<file path="config.mk">
export PLATFORM = sky130hd
export DESIGN_NAME = mte_mac
export DESIGN_NICKNAME = d
export VERILOG_FILES = /design/src/hw/rtl/mte_pkg.sv /design/src/hw/rtl/mte_mac.sv
export SDC_FILE = /design/constraint.sdc
export NUM_CORES = 2
export LEC_CHECK = 0
export CORE_UTILIZATION = 55
export CTS_BUF_LIST = sky130_fd_sc_hd__clkbuf_16
export DETAILED_ROUTE_END_ITERATION = 10
export DONT_BUFFER_PORTS = 1
export PLACE_DENSITY = 0.71
export SYNTH_ARGS = -nofsm -noshare
export SYNTH_HDL_FRONTEND = slang
export SYNTH_SLANG_ARGS = --single-unit
</file>
<file path="constraint.sdc">
create_clock -name aclk -period 10.59 [get_ports aclk]
set_clock_uncertainty 0.05 [all_clocks]
set_input_delay 1.059 -clock aclk [delete_from_list [all_inputs] [get_ports aclk]]
set_output_delay 1.059 -clock aclk [all_outputs]
set_load 0.05 [all_outputs]
</file>
<file path="src/hw/rtl/mte_pkg.sv">
// ----------------------------------------------------------------------------
// mte_pkg
// shared types, command codes and the sine table builder of the 4x4 transform
// engine
// ----------------------------------------------------------------------------
package mte_pkg;

    localparam int DEF_FRAC_BITS = 16;
    localparam int DEF_WORD_BITS = 32;
    localparam int SIN_BITS      = 25;
    localparam int QUAD_LAST     = 90;

    typedef enum logic [2:0] {
        OP_IDENT      = 3'd0,
        OP_WRITE_CUR  = 3'd1,
        OP_READ_CUR   = 3'd2,
        OP_TRANSLATE  = 3'd3,
        OP_SCALE      = 3'd4,
        OP_ROTATE     = 3'd5,
        OP_WRITE_OPND = 3'd6,
        OP_MULTIPLY   = 3'd7
    } op_t;

    localparam logic [1:0] AXIS_X   = 2'd0;
    localparam logic [1:0] AXIS_Y   = 2'd1;
    localparam logic [1:0] AXIS_Z   = 2'd2;
    localparam logic [1:0] AXIS_BAD = 2'd3;

    typedef enum logic [2:0] {
        ST_FILL,
        ST_IDLE,
        ST_READ,
        ST_RDATA,
        ST_MUL,
        ST_DRAIN,
        ST_DONE
    } state_t;

    typedef struct packed {
        logic [2:0]         op;
        logic [3:0]         elem_index;
        logic signed [31:0] elem_value;
        logic signed [31:0] coord_x;
        logic signed [31:0] coord_y;
        logic signed [31:0] coord_z;
        logic [1:0]         rot_axis;
        logic [8:0]         angle_degrees;
    } in_item_t;

    typedef struct packed {
        logic signed [31:0] read_value;
        logic               status;
    } out_item_t;

    typedef struct packed {
        logic       valid;
        logic       first;
        logic       last;
        logic [3:0] addr;
    } mac_tag_t;

    typedef logic [SIN_BITS-1:0] sin_tab_t [0:QUAD_LAST];

    localparam logic [63:0] PI_Q61 = 64'h6487ED5110B4611A;

    // sine of 0..90 degrees by a q61 taylor series, rounded to frac bits
    function automatic sin_tab_t build_sin_tab(input int frac);
        sin_tab_t     tab;
        logic [63:0]  x;
        logic [63:0]  x2;
        logic [63:0]  term;
        logic [63:0]  s;
        logic [127:0] pr;
        logic [63:0]  d64;
        for (int d = 0; d <= QUAD_LAST; d++) begin
            d64  = 64'(d);
            x    = (PI_Q61 / 64'd180) * d64 + ((PI_Q61 % 64'd180) * d64) / 64'd180;
            pr   = {64'd0, x} * {64'd0, x};
            x2   = pr[124:61];
            term = x;
            s    = x;
            for (int k = 2; k < 40; k += 2) begin
                pr   = {64'd0, term} * {64'd0, x2};
                term = pr[124:61] / 64'(k * (k + 1));
                if ((k & 2) != 0) begin
                    s = s - term;
                end else begin
                    s = s + term;
                end
            end
            s      = (s + (64'd1 << (60 - frac))) >> (61 - frac);
            tab[d] = SIN_BITS'(s);
        end
        return tab;
    endfunction

endpackage

</file>
<file path="src/hw/rtl/mte_mac.sv">
// ----------------------------------------------------------------------------
// mte_mac
// multiply-accumulate over four products, then shift and saturate
// ----------------------------------------------------------------------------
module mte_mac import mte_pkg::*; #(
    parameter int WORD_BITS = DEF_WORD_BITS,
    parameter int FRAC_BITS = DEF_FRAC_BITS
) (
    input  logic                        aclk,
    input  logic                        aresetn,
    input  mac_tag_t                    in_tag,
    input  logic signed [WORD_BITS-1:0] in_a,
    input  logic signed [WORD_BITS-1:0] in_b,
    output logic                        wr_valid,
    output logic [3:0]                  wr_addr,
    output logic signed [WORD_BITS-1:0] wr_data,
    output logic                        busy
);

    localparam int PW = 2 * WORD_BITS;
    localparam int AW = PW + 2;

    mac_tag_t                    ptag_reg;
    logic signed [PW-1:0]        prod_reg;
    logic signed [AW-1:0]        acc_reg;
    logic signed [AW-1:0]        acc_next;
    logic signed [AW-1:0]        shifted;
    logic                        in_range;
    logic signed [WORD_BITS-1:0] sat_val;
    logic                        wr_valid_reg;
    logic [3:0]                  wr_addr_reg;
    logic signed [WORD_BITS-1:0] wr_data_reg;

    always_comb begin
        acc_next = (ptag_reg.first ? '0 : acc_reg) + AW'(prod_reg);
        shifted  = acc_next >>> FRAC_BITS;
        in_range = (&shifted[AW-1:WORD_BITS-1]) || !(|shifted[AW-1:WORD_BITS-1]);
        if (in_range) begin
            sat_val = WORD_BITS'(shifted);
        end else if (shifted[AW-1]) begin
            sat_val = {1'b1, {(WORD_BITS-1){1'b0}}};
        end else begin
            sat_val = {1'b0, {(WORD_BITS-1){1'b1}}};
        end
    end

    always_ff @(posedge aclk) begin
        prod_reg <= PW'(in_a) * PW'(in_b);
        if (ptag_reg.valid) begin
            acc_reg <= acc_next;
        end
        wr_addr_reg <= ptag_reg.addr;
        wr_data_reg <= sat_val;
        if (!aresetn) begin
            ptag_reg     <= '0;
            wr_valid_reg <= 1'b0;
        end else begin
            ptag_reg     <= in_tag;
            wr_valid_reg <= ptag_reg.valid && ptag_reg.last;
        end
    end

    assign wr_valid = wr_valid_reg;
    assign wr_addr  = wr_addr_reg;
    assign wr_data  = wr_data_reg;
    assign busy     = in_tag.valid || ptag_reg.valid || wr_valid_reg;

endmodule

</file>
# Word-level counts from Yosys, hierarchy flattened
# Cells that the tools add are included.
# Widths: inputs -> output; s select.
[op_classes] muxes=3 n_mul=1 n_reduce_logical=7 addsub=1
[op_table] op="$add 66x66->66" count=1
[op_table] op="$mux 66" count=1
[op_table] op="$mul 32x32->64" count=1
[op_table] op="$mux 32" count=2
[op_table] op="$reduce_and 19->1" count=1
[op_table] op="$reduce_or 19->1" count=1
[op_table] op="$logic_or 1x1->1" count=3
[op_table] op="$logic_and 1x1->1" count=1
[op_table] op="$logic_not 1->1" count=1
[word_totals] input_bits=73 out_inout_bits=38 ff_bits=174

# Logic depth before layout (Yosys ltp)
[logic_depth] depth_word=6 depth_mapped=32

# Least setup slack after synthesis
# Ideal clock, no wire load.
[synth_path] path_kind="input-to-reg" startpoint="input port in_a[31]" endpoint="register prod_reg[61]" setup_ns=0.123 path_slack_ns=2.259 stages=29 arrival_time_ns=8.158 t_required_ns=10.417 path_cell_list="clkbuf_1 > nand2_1 > inv_1 > fa_1 > fa_1 > inv_1 > fa_1 > inv_1 > fa_1 > inv_1 > fa_1 > inv_1 > fa_1 > inv_1 > fa_1 > fa_1 > inv_1 > ha_1 > clkbuf_1 > a21o_1 > a21o_1 > a21oi_1 > nor2b_1 > o21a_1 > o21ai_0 > nand2b_1 > a21oi_1 > o21ai_1 > xor2_1"
[synth_between] elab_chain_len=1
[synth_lines] element="start: declaration" line_no="mte_mac.sv:12" text="input logic signed [WORD_BITS-1:0] in_a,"
[synth_lines] element="$mul 32x32->64" line_no="mte_mac.sv:48" text="prod_reg <= PW'(in_a) * PW'(in_b);"
[synth_lines] element="end signal: assignment" line_no="mte_mac.sv:48"
[synth_lines] element="end: declaration" line_no="mte_mac.sv:24" text="logic signed [PW-1:0] prod_reg;"
# Every way passes these cells.
# A chain may end at the register's enable or synchronous reset.

# Worst setup path after layout
[layout_path] startpoint="input port in_b[12]" endpoint="register prod_reg[57]"
[layout_between] elab_chain_len=1
[layout_lines] element="start: declaration" line_no="mte_mac.sv:13" text="input logic signed [WORD_BITS-1:0] in_b,"
[layout_lines] element="$mul 32x32->64" line_no="mte_mac.sv:48"
# Every way passes these cells.

==> metrics.log <==
[metrics] slowest library cell on the worst path: sky130_fd_sc_hd__a2111oi_1
[metrics] fraction of layout cells with a size suffix above 1: 0.02088
[metrics] endpoint kind of the worst setup timing path: flop
[metrics] number of maximum-capacitance constraint violations: 0
[metrics] gate count of the mapped netlist: 4848
[metrics] final hold viol count: 0
[metrics] part of the cycle the worst path needs: 0.8010
[metrics] initial antenna violation count: 0
[metrics] delay of the slowest cell on the worst path: 980 ps
[metrics] CP Max Fanout: 32
[metrics] # resized after CTS: 0
[metrics] setup slack after placement: 1737 ps
[metrics] n_diodes: 0
[metrics] Largest delay share family, worst path: adder cells
[metrics] share of the yosys chip area belonging to registers: 0.09120
[metrics] Die Y: 289.4 µm
[metrics] # IOs: 111
[metrics] number of global-route vias before repair: 35600
[metrics] library cells used by synthesis: 82
[metrics] synthesized cell area: 45440 µm²
[metrics] fmax: 117.9 MHz
[metrics] setup slack of the critical path after layout: 2107 ps
[metrics] first-pass GRT wire length: 185.7 mm
[metrics] Post-Synthesis Mean Instance Area: 9.372 µm²
[metrics] post-DP HPWL: 90.12 mm
[metrics] number of nets with antenna violations after detailed routing: 0
[metrics] later-pin clock latency in the skew report: 450 ps
[metrics] worst hold-check path type: reg2reg
[metrics] clk slew on worst S/H paths: 60 ps
[metrics] top_reg_cell synth: sky130_fd_sc_hd__dfxtp_1
[metrics] quantity of hold-fixing buffers added after cts: 0
[metrics] synthesized net count: 6253
[metrics] Worst Path Class, Setup: in2reg
[metrics] root buffer cell: sky130_fd_sc_hd__clkbuf_16
[metrics] DRC viols: 2
[metrics] # clock sinks: 174
[metrics] Final GP Congestion: 0.9116
[metrics] Async S/R FF share, synth: 0
[metrics] floorplan row count: 105
[metrics] post-CTS setup buffer count: 0
[metrics] transition time of the tightest slew-check pin: 1154 ps
[metrics] number of synthesis warnings: 0
[metrics] Data required, critical path: 10920 ps
[metrics] unrepaired setup endpoints after global routing: false
[metrics] total gr overflow: 0
[metrics] Critical Path Source Type: input port
[metrics] Die Outline Area: 83770 µm²
[metrics] routed via count: 31640
[metrics] crit path buf inv count: 4
[metrics] clock tree from TritonCTS: yes
[metrics] core box area: 81980 µm²
[metrics] number of flip-flops under the largest register name: 66
[metrics] layout-stage area growth over the synthesis result: 2.153%
[metrics] minimum clock period after layout: 8483 ps
[metrics] horizontal die dimension: 289.4 µm
[metrics] number of design-rule violations left by the first detailed-router iteration: 1972
[metrics] total global-route track usage: 0.2870
[metrics] total negative setup slack: 0 ps
[metrics] pin count of the biggest net entering global routing: 69
[metrics] number of flops mapped to enable cells by yosys: 66
[metrics] headroom to the max-slew limit: 0.2290
[metrics] maximum number of buffers from clock root to sink: 2
[metrics] final-stage net count: 6037
[metrics] status: finished with violations
[metrics] Port Buffers: 0
[metrics] number of H-tree branching levels: 4
[metrics] Crit path top cell by count: sky130_fd_sc_hd__fa_1
[metrics] final core utilization: 0.5662
[metrics] worst path arrival time: 8810 ps
[metrics] effective utilization at floorplan: 0.5543
[metrics] number of failing setup endpoints in the final timing report: 0
[metrics] failing checks: design-rule violations
[metrics] final max-slew violation count: 0
[metrics] Total Wirelength: 112.1 mm
[metrics] per-cell routed wire length: 19.61 µm
[metrics] number of synthesized register bits: 174
[metrics] number of detailed-routing iterations run before antenna repair: 8
[metrics] CTS buffer count: 17
[metrics] routed via count divided by cell count: 5.536
worst reg2reg max path: cells and delay by family, from the launching register on:
family,cells,cell delay [ps]
xor gates and xnor gates,1,210
and+or+nand+nor,4,1120
adders and majority gates,2,650
AOI/OAI and AO/OA,8,2020
buffers and inverters,3,850
DFF,1,320
metal layers:
layer	routed length, µm	share of wire	track usage
met4	6539	0.058	0.1489
met3	6319	0.056	0.03811
met5	0	0	0.001705
met2	56990	0.51	0.5124
met1	42210	0.38	0.3362
cell type report:
| cell class | instances | area [µm²] |
|---|---|---|
| clock buffers | 17 | 425.4 |
| clock inverters | 15 | 125.1 |
| fillers | 7312 | 35560 |
| inverters | 1080 | 4054 |
| multi-input cells | 3353 | 36280 |
| flip-flops and latches | 174 | 4146 |
| well taps | 1070 | 1339 |
| repair buffers | 6 | 45.04 |
cell usage after synthesis (58+ instances only):
master | instances | share of area
sky130_fd_sc_hd__fa_1 | 1083 | 0.48
sky130_fd_sc_hd__xnor2_1 | 92 | 0.018
sky130_fd_sc_hd__nor2_1 | 99 | 0.0082
sky130_fd_sc_hd__clkbuf_1 | 219 | 0.018
sky130_fd_sc_hd__dfxtp_1 | 108 | 0.048
sky130_fd_sc_hd__edfxtp_1 | 66 | 0.044
sky130_fd_sc_hd__a21o_1 | 58 | 0.0096
sky130_fd_sc_hd__ha_1 | 249 | 0.069
sky130_fd_sc_hd__nand2_1 | 564 | 0.047
sky130_fd_sc_hd__a21oi_1 | 145 | 0.016
sky130_fd_sc_hd__inv_1 | 1080 | 0.089
sky130_fd_sc_hd__and2_1 | 529 | 0.073
sky130_fd_sc_hd__o21ai_0 | 80 | 0.0088
sky130_fd_sc_hd__nor2b_1 | 81 | 0.011
logic make-up (layout without fill, tap and decap cells):
group / after synthesis / count (layout) / synth area share
AND/OR/NAND/NOR: 1434 / 1434 / 0.1608
adder cells (fa/ha/maj): 1332 / 1332 / 0.5457
buffers and inverters: 1321 / 1118 / 0.1103
AO/OA/AOI/OAI: 454 / 454 / 0.06579
flip-flops: 174 / 174 / 0.09120
XOR/XNOR: 131 / 131 / 0.02575
multiplexers: 2 / 2 / 0.0004681
placed cells by master (no fill, tap or decap), types with 81 or more instances in the layout:
cell type	n
sky130_fd_sc_hd__nor2_1	99
sky130_fd_sc_hd__a21oi_1	145
sky130_fd_sc_hd__dfxtp_1	106
sky130_fd_sc_hd__xnor2_1	92
sky130_fd_sc_hd__nor2b_1	81
sky130_fd_sc_hd__and2_1	529
sky130_fd_sc_hd__ha_1	249
sky130_fd_sc_hd__nand2_1	564
sky130_fd_sc_hd__fa_1	1083
sky130_fd_sc_hd__inv_1	1080
per-stage QoR:
| step | cell area (µm²) | hold slack (ps) | cells |
|---|---|---|---|
| 2_1_floorplan | 45440 | 259.6 | 4848 |
| 3_3_place_gp | 45870 | 259.9 | 5683 |
| 3_5_place_dp | 45870 | 264.4 | 5683 |
| 4_1_cts | 46420 | 282.5 | 5715 |
| 5_1_grt | 46420 | 290.0 | 5715 |
| 6_report | 46420 | 279.5 | 5715 |
final timing paths:
kind / startpoint / endpoint / slack [ps] / cells past startpoint
worst max-delay path: in_b[12] / prod_reg[57] / 2110 / 26
worst min-delay path: ptag_reg[1] / wr_addr[1] / 280 / 0
worst max register to register: ptag_reg[5] / wr_data[0] / 5220 / 18
worst min register to register: ptag_reg[1] / wr_addr[1] / 280 / 0
Power is left out: the tool's default activity adds up to more than one toggle a clock period on the data nets, which glitch-free logic cannot reach.
